<file path="src/hdl/apr_pkg.sv">
`timescale 1ns / 1ps
package apr_pkg;

  localparam int CoordW = 32;
  localparam int WideW  = 64;
  localparam int TrigW  = 34;

  localparam logic [1:0] AXIS_X = 2'd0;
  localparam logic [1:0] AXIS_Y = 2'd1;
  localparam logic [1:0] AXIS_Z = 2'd2;

  localparam logic [1:0] PRE_NONE = 2'd0;
  localparam logic [1:0] PRE_POS  = 2'd1;
  localparam logic [1:0] PRE_NEG  = 2'd2;

  localparam logic signed [TrigW-1:0] KINV    = 34'sd652032874;
  localparam logic signed [TrigW-1:0] Q30_ONE = 34'sd1073741824;

  localparam logic [2:0] ADDR_ROT_AXIS   = 3'd0;
  localparam logic [2:0] ADDR_PLANE_AXIS = 3'd4;

  typedef struct packed {
    logic                     vld;
    logic                     is_ref;
    logic                     unit;
    logic [1:0]               pre;
    logic signed [WideW-1:0]  x;
    logic signed [WideW-1:0]  y;
    logic signed [TrigW-1:0]  c;
    logic signed [TrigW-1:0]  s;
    logic signed [CoordW-1:0] px;
    logic signed [CoordW-1:0] py;
    logic signed [CoordW-1:0] pz;
    logic                     last;
  } apr_item_t;

  function automatic logic signed [CoordW-1:0] coord_sel(
    input logic signed [CoordW-1:0] x,
    input logic signed [CoordW-1:0] y,
    input logic signed [CoordW-1:0] z,
    input logic [1:0] idx
  );
    case (idx)
      AXIS_X:  return x;
      AXIS_Y:  return y;
      default: return z;
    endcase
  endfunction

  // floor of (v + 2^29) / 2^30, saturated to 32 bits
  function automatic logic signed [CoordW-1:0] round_sat(input logic signed [WideW-1:0] v);
    logic signed [WideW-1:0] r;
    r = (v + 64'sd536870912) >>> 30;
    if (r > 64'sd2147483647) return 32'sh7fffffff;
    if (r < -64'sd2147483648) return 32'sh80000000;
    return r[CoordW-1:0];
  endfunction

endpackage

</file>
<file path="src/hdl/apr_cell.sv">
`timescale 1ns / 1ps
module apr_cell #(
  parameter int STAGE = 0
) (
  input  logic              clk_i,
  input  logic              rst_ni,
  input  logic              en_i,
  input  apr_pkg::apr_item_t item_i,
  output apr_pkg::apr_item_t item_o
);
  import apr_pkg::*;

  apr_item_t item_d, item_q;

  // one micro-rotation on reference beats, direction from the sign of y; point beats pass through
  always_comb begin
    item_d = item_i;
    if (item_i.is_ref) begin
      if (item_i.y >= 0) begin
        item_d.x = item_i.x + (item_i.y >>> STAGE);
        item_d.y = item_i.y - (item_i.x >>> STAGE);
        item_d.c = item_i.c - (item_i.s >>> STAGE);
        item_d.s = item_i.s + (item_i.c >>> STAGE);
      end else begin
        item_d.x = item_i.x - (item_i.y >>> STAGE);
        item_d.y = item_i.y + (item_i.x >>> STAGE);
        item_d.c = item_i.c + (item_i.s >>> STAGE);
        item_d.s = item_i.s - (item_i.c >>> STAGE);
      end
    end
  end

  always_ff @(posedge clk_i or negedge rst_ni) begin
    if (!rst_ni) begin
      item_q <= '0;
    end else if (en_i) begin
      item_q <= item_d;
    end
  end

  assign item_o = item_q;

endmodule

</file>
<file path="config.mk">
export PLATFORM = sky130hd
export DESIGN_NAME = apr_cell
export DESIGN_NICKNAME = d
export VERILOG_FILES = /design/src/hdl/apr_pkg.sv /design/src/hdl/apr_cell.sv
export SDC_FILE = /design/constraint.sdc
export NUM_CORES = 1
export LEC_CHECK = 0
export BUFFER_PORTS_ARGS = -buffer_cell sky130_fd_sc_hd__buf_2
export CAP_MARGIN = 25
export CORE_ASPECT_RATIO = 1.1
export CORE_UTILIZATION = 52
export CTS_CLUSTER_DIAMETER = 60
export DETAILED_ROUTE_END_ITERATION = 12
export GPL_ROUTABILITY_DRIVEN = 1
export PLACE_DENSITY = 0.79
export RECOVER_POWER = 50
export SLEW_MARGIN = 10
export SYNTH_ARGS = -nofsm -noshare
export SYNTH_HDL_FRONTEND = slang
export SYNTH_SLANG_ARGS = --single-unit
</file>
<file path="constraint.sdc">
create_clock -name clk_i -period 1 [get_ports clk_i]
set_clock_uncertainty 0.15 [all_clocks]
set_input_delay 0.1 -clock clk_i [delete_from_list [all_inputs] [get_ports clk_i]]
set_output_delay 0.1 -clock clk_i [all_outputs]
set_load 0.05 [all_outputs]
</file>
==> results_dict.tcl, run 1 <==
set metrics [dict create \
    outcome "stopped before the end" \
    cts_max_level 2 \
    die_w_um 233 \
    yosys-top-cells-count "a21oi_1 (489), nor2_1 (418), inv_1 (305)" \
    dp_hpwl_mm 125 \
    cts_inserted_buffers 38 \
    portBuffers 598 \
    yosysTopAreaCell "dfrtp_1" \
    die_height_um 256 \
    netlist_area_sq_um 30600 \
    haltStage "clock tree synthesis (4_1_cts)" \
    netlist_top_cells_area "dfrtp_1 (24%), ha_1 (12%), a21oi_1 (8.0%), nor2_1 (5.1%), xnor2_1 (5.1%)" \
    post_synth_num_cell_types 103 \
    synth_seq_cells 298 \
    synth_edf_count 0 \
    dp_cells 6389 \
    globalplace.congestion 1.14 \
    ctsResizeCount 1410 \
    async_reset_ff_frac 1.00 \
    clockRootBuffer "clkbuf_16" \
    cts_buffer_depth 3 \
    yosys.area.top_type_share 0.244 \
    synth_warnings 0 \
    num_rows 92 \
    clock-sinks 298 \
    postCtsSetupBuffers 221 \
    postSynthCellCount 3916 \
    start_util 0.530 \
    error "[ERROR DPL-0033] detailed placement checks failed during check placement." \
    hold_buffers 240 \
    synth_seq_area_share 0.244 \
    syn_area_per_cell_sq_um 7.80 \
    pin_count 599 \
    syn_nets 4514 \
    ys.flop_type "dfrtp_1" \
    synth_most_common_cell "a21oi_1" \
]
[metrics by stage]
step	util	worst slack, ps	cell area (sq um)	hold WS [ps]
after detailed placement	0.796	-2810	45900	-84.9
after global placement	0.796	-2710	45900	-83.5
after floorplan	-	-2040	32500	-346
[kinds of logic after synthesis]
| family | share of synthesized area |
|---|---|
| compound gates | 0.297 |
| flops | 0.244 |
| mux | 0.0649 |
| fa+ha+maj | 0.123 |
| simple gates | 0.147 |
| xor+xnor | 0.0542 |
| buf+inv | 0.0700 |
==> run 2: changes to the inputs <==
--- a/config.mk
+++ b/config.mk
@@ -7,12 +7,10 @@
 export LEC_CHECK = 0
 export BUFFER_PORTS_ARGS = -buffer_cell sky130_fd_sc_hd__buf_2
 export CAP_MARGIN = 25
-export CORE_ASPECT_RATIO = 1.1
-export CORE_UTILIZATION = 52
-export CTS_CLUSTER_DIAMETER = 60
+export CORE_UTILIZATION = 40
 export DETAILED_ROUTE_END_ITERATION = 12
 export GPL_ROUTABILITY_DRIVEN = 1
-export PLACE_DENSITY = 0.79
+export PLACE_DENSITY_LB_ADDON = 0.15
 export RECOVER_POWER = 50
 export SLEW_MARGIN = 10
 export SYNTH_ARGS = -nofsm -noshare
==> constraint.sdc (replaced) <==
create_clock -name clk_i -period 1.3 [get_ports clk_i]
set_clock_uncertainty 0.15 [all_clocks]
set_input_delay 0.13 -clock clk_i [delete_from_list [all_inputs] [get_ports clk_i]]
set_output_delay 0.13 -clock clk_i [all_outputs]
set_load 0.05 [all_outputs]
==> results_dict.tcl, run 2 <==
set metrics [dict create \
    ys.flop_type "dfrtp_1" \
    leakage_nw 26.6 \
    globalplace.congestion 1.07 \
    vdd_ir_drop_max_v 0.00127 \
    arrival_ps 3280 \
    grt.total_usage 0.402 \
    cp-start-kind "input port" \
    p_total_mw 52.9 \
    powerDensity_nw_per_um2 950 \
    layout_common_cells "buf_4 (1,363), buf_2 (545), nor2_1 (380)" \
    dr.pass1.iters 6 \
    crit_fanout 5 \
    min_from "item_i[278]" \
    start_util 0.407 \
    dp_cells 6654 \
    yosys.area.top_type_share 0.244 \
    critPathLaunch "item_i[169]" \
    min_period_ps 2950 \
    instances_no_fill 7113 \
    drv_slew 0 \
    outcome "finished with violations" \
    async_reset_ff_frac 1.00 \
    critPathTopFamily "compound AO/OA/AOI/OAI gates" \
    min_path_type "input port to flip-flop" \
    yosysTopAreaCell "dfrtp_1" \
    worst_slack_ps -1650 \
    rsz0062_at_grt "yes" \
    hold_viol_final 0 \
    regArea_sq_um 7460 \
    pin_count 599 \
    multi_input_area_sq_um 26000 \
    clock-sinks 298 \
    drtIter0Drc 3425 \
    clockRootBuffer "clkbuf_16" \
    insertion_delay_ps 580 \
    fmax_ghz 0.339 \
    final_common_cell "buf_4" \
    crit_buf_inv 4 \
    required_ps 1630 \
    area_delta_synth_final_pct 82.1 \
    syn_area_per_cell_sq_um 7.80 \
    crit_type "input port to flip-flop" \
    relSlewSlack 0.478 \
    via_per_inst 5.66 \
    postSynthCellCount 3916 \
    num_rows 100 \
    place_ws_ps -2500 \
    grt_max_degree 62 \
    synth_seq_area_share 0.244 \
    core_area_sq_um 75100 \
    post-route-period-util 2.27 \
    timing.rr.start "item_o[227]$_DFFE_PN0P_" \
    antenna_found_initial 13 \
    synth_most_common_cell "a21oi_1" \
    syn_nets 4514 \
    cts_inserted_buffers 36 \
    routed_wirelength_mm 163 \
    worst_pin_slew_ps 775 \
    grt_remaining_overflow 0 \
    netlist_area_sq_um 30600 \
    crit_path_max_incr_delay_ps 460 \
    cts_tree "built" \
    drt-wirelength-per-cell_um 22.9 \
    violations "negative setup slack" \
    route.detailed.drc 0 \
    nets 6701 \
    cts_max_level 2 \
    drive_gt1_frac 0.502 \
    fillCellCount 5678 \
    crit_slowest_cell "a2111oi_4" \
    synth_seq_cells 298 \
    dpl-instance-area_sq_um 46000 \
    dp_hpwl_mm 122 \
    netlist_top_cells_area "dfrtp_1 (24%), ha_1 (12%), a21oi_1 (8.0%), nor2_1 (5.1%), xnor2_1 (5.1%)" \
    vias 40300 \
    end_kind "flip-flop" \
    stdcell_area_sq_um 55600 \
    grt_pass1_vias 41100 \
    cts_buffer_depth 3 \
    yosys-top-cells-count "a21oi_1 (489), nor2_1 (418), inv_1 (305)" \
    maxCapViolations 0 \
    path_cells "buf_8, inv_8, ha_4, buf_6, nor2b_4, nor2_4, a2111oi_4, nor4b_4, or3_4, a211oi_4, buf_6, o211ai_4, a21oi_2, o22ai_2, o22ai_2, xnor2_1, a221o_1" \
    dieArea_sq_um 77500 \
    die_height_um 278 \
    synth_warnings 0 \
    path_clk_slew_ps 70 \
    synth_edf_count 0 \
    largest_register_ffs 298 \
    die_w_um 278 \
    post_synth_num_cell_types 103 \
    setup_viol 637 \
    drtAntennaViolNets 0 \
    portBuffers 598 \
    grt_pass1_wl_mm 242 \
]
run 2: cell families (layout without fill, tap and decap cells):
logic type      Yosys count  in the layout  synth area share
compound gates         1417           1417             0.297
simple gates            975            975             0.147
buf+inv                 557           2772            0.0700
flops                   298            298             0.244
fa+ha+maj               297            297             0.123
xor+xnor                189            189            0.0542
mux                     183            183            0.0649
other cells               0             13                 0
run 2: layer usage:
layer,wire length (um),vias to the layer above,track usage,share of wire
met3,12100,524,0.0718,0.075
met2,75200,1913,0.667,0.46
li1,-,18400,-,-
met5,26,-,0,0.00016
met1,65200,19400,0.494,0.40
met4,10300,4,0.220,0.063
run 2: cell type report:
type	instances	share of cell area
Clock inverter	23	0.00553
Timing Repair Buffer	2383	0.329
Inverter	323	0.0243
Multi-Input combinational cell	3061	0.467
Sequential cell	298	0.134
Tap cell	969	0.0218
Antenna cell	13	0.000585
Clock buffer	43	0.0174
run 2: stage by stage:
stage,utilization,hold slack [ps],setup TNS [ps]
floorplan,-,-316,-224140
global placement,0.613,-141,-350240
detailed placement,0.613,-140,-353700
CTS,0.717,0.325,-268450
global route,0.741,38.4,-320010
finish,0.741,20.8,-291440
run 2: worst min-delay path, delay by kind of cell:
family / cells / cell delay [ps]
buf+inv: 2 / 250
compound gates: 2 / 220
simple gates: 1 / 140
run 2: worst paths after layout:
kind	to	slack [ps]	cells past startpoint
max reg2reg	item_o[227]$_DFFE_PN0P_	200	1
min reg2reg	item_o[261]$_DFFE_PN0P_	320	1
max in group asynchronous	item_o[161]$_DFFE_PN0P_	-540	3
min	item_o[278]$_DFFE_PN0P_	20	5
max	item_o[227]$_DFFE_PN0P_	-1650	17
min in group asynchronous	item_o[129]$_DFFE_PN0P_	350	3
run 2: where the power goes:
group / switching [mW] / internal [mW] / total (mW)
sequential: 0.902 / 10.5 / 11.4
clock: 4.75 / 6.58 / 11.3
combinational: 17.5 / 12.6 / 30.1
run 2: repair_timing:
action,4_1_cts,5_1_grt
gates resized for setup,717,315
setup buffers,99,60
hold endpoints to repair,557,0
hold buffers,266,0
pin swaps,360,270
cloned,0,0
endpoints found under the setup margin,482,508
No activity file was read; power rests on OpenSTA's default activity.
==> run 3: changes to the inputs <==
--- a/config.mk
+++ b/config.mk
@@ -7,7 +7,7 @@
 export LEC_CHECK = 0
 export BUFFER_PORTS_ARGS = -buffer_cell sky130_fd_sc_hd__buf_2
 export CAP_MARGIN = 25
-export CORE_UTILIZATION = 40
+export CORE_UTILIZATION = 50
 export DETAILED_ROUTE_END_ITERATION = 12
 export GPL_ROUTABILITY_DRIVEN = 1
 export PLACE_DENSITY_LB_ADDON = 0.15
==> constraint.sdc (replaced) <==
create_clock -name clk_i -period 2.6 [get_ports clk_i]
set_clock_uncertainty 0.15 [all_clocks]
set_input_delay 0.26 -clock clk_i [delete_from_list [all_inputs] [get_ports clk_i]]
set_output_delay 0.26 -clock clk_i [all_outputs]
set_load 0.05 [all_outputs]
==> results_dict.tcl, run 3 <==
set metrics [dict create \
    outcome "stopped before the end" \
    haltStage "global routing (5_1_grt)" \
    error "[ERROR GRT-0232] Routing congestion too high. Check the congestion heatmap in the GUI." \
    dp_hpwl_mm 120 \
    cts_max_level 2 \
    pin_count 599 \
    portBuffers 598 \
    clock-sinks 298 \
    die_w_um 249 \
    syn_area_per_cell_sq_um 7.80 \
    worst-ep-kind "sequential cell input" \
    synth_warnings 0 \
    grt_max_degree 99 \
    cts_buffer_depth 3 \
    synth_seq_cells 298 \
    synth_most_common_cell "a21oi_1" \
    dpl-instance-area_sq_um 43700 \
    postSynthCellCount 3916 \
    synth_edf_count 0 \
    synth_seq_area_share 0.244 \
    start_util 0.506 \
    async_reset_ff_frac 1.00 \
    yosys-top-cells-count "a21oi_1 (489), nor2_1 (418), inv_1 (305)" \
    num_rows 90 \
    grt_remaining_overflow 87 \
    yosysTopAreaCell "dfrtp_1" \
    yosys.area.top_type_share 0.244 \
    grt.total_usage 0.782 \
    place_ws_ps -1270 \
    die_height_um 249 \
    post_synth_num_cell_types 103 \
    cts_inserted_buffers 37 \
    ys.flop_type "dfrtp_1" \
    syn_nets 4514 \
    netlist_area_sq_um 30600 \
    postGrtWorstEndpoint "item_o[223]$_DFFE_PN0P_/D" \
    globalplace.congestion 1.06 \
    clockRootBuffer "clkbuf_16" \
    netlist_top_cells_area "dfrtp_1 (24%), ha_1 (12%), a21oi_1 (8.0%), nor2_1 (5.1%), xnor2_1 (5.1%)" \
]
## run 3: cell counts after synthesis
Identical to the previous run, type by type.
## run 3: per-stage QoR
stage,hold WS (ps),util,cells,setup TNS (ps)
after floorplan,-186,-,3916,-30730
after global placement,136,0.724,6244,-133050
after detailed placement,144,0.724,6245,-139520
after CTS,2.09,0.811,6509,-27870
## run 3: what timing repair did
| action | in CTS |
|---|---|
| buffers inserted | 63 |
| pin swaps | 242 |
| resized for setup | 427 |
| endpoints found under the setup margin | 133 |
| hold buffers | 143 |
| endpoints found under the hold margin | 202 |
## run 3: kinds of logic after synthesis
family                   share of synthesized area
XOR/XNOR                                    0.0542
flip-flops                                   0.244
AO/OA/AOI/OAI                                0.297
buffers and inverters                       0.0700
adder cells (fa/ha/maj)                      0.123
multiplexers                                0.0649
AND/OR/NAND/NOR                              0.147
## run 3: routing by layer
layer  global-route usage  GRT overflow
met1                0.802             9
met4                0.693            27
met3                0.677            25
met2                0.906            24
met5                0.507             2
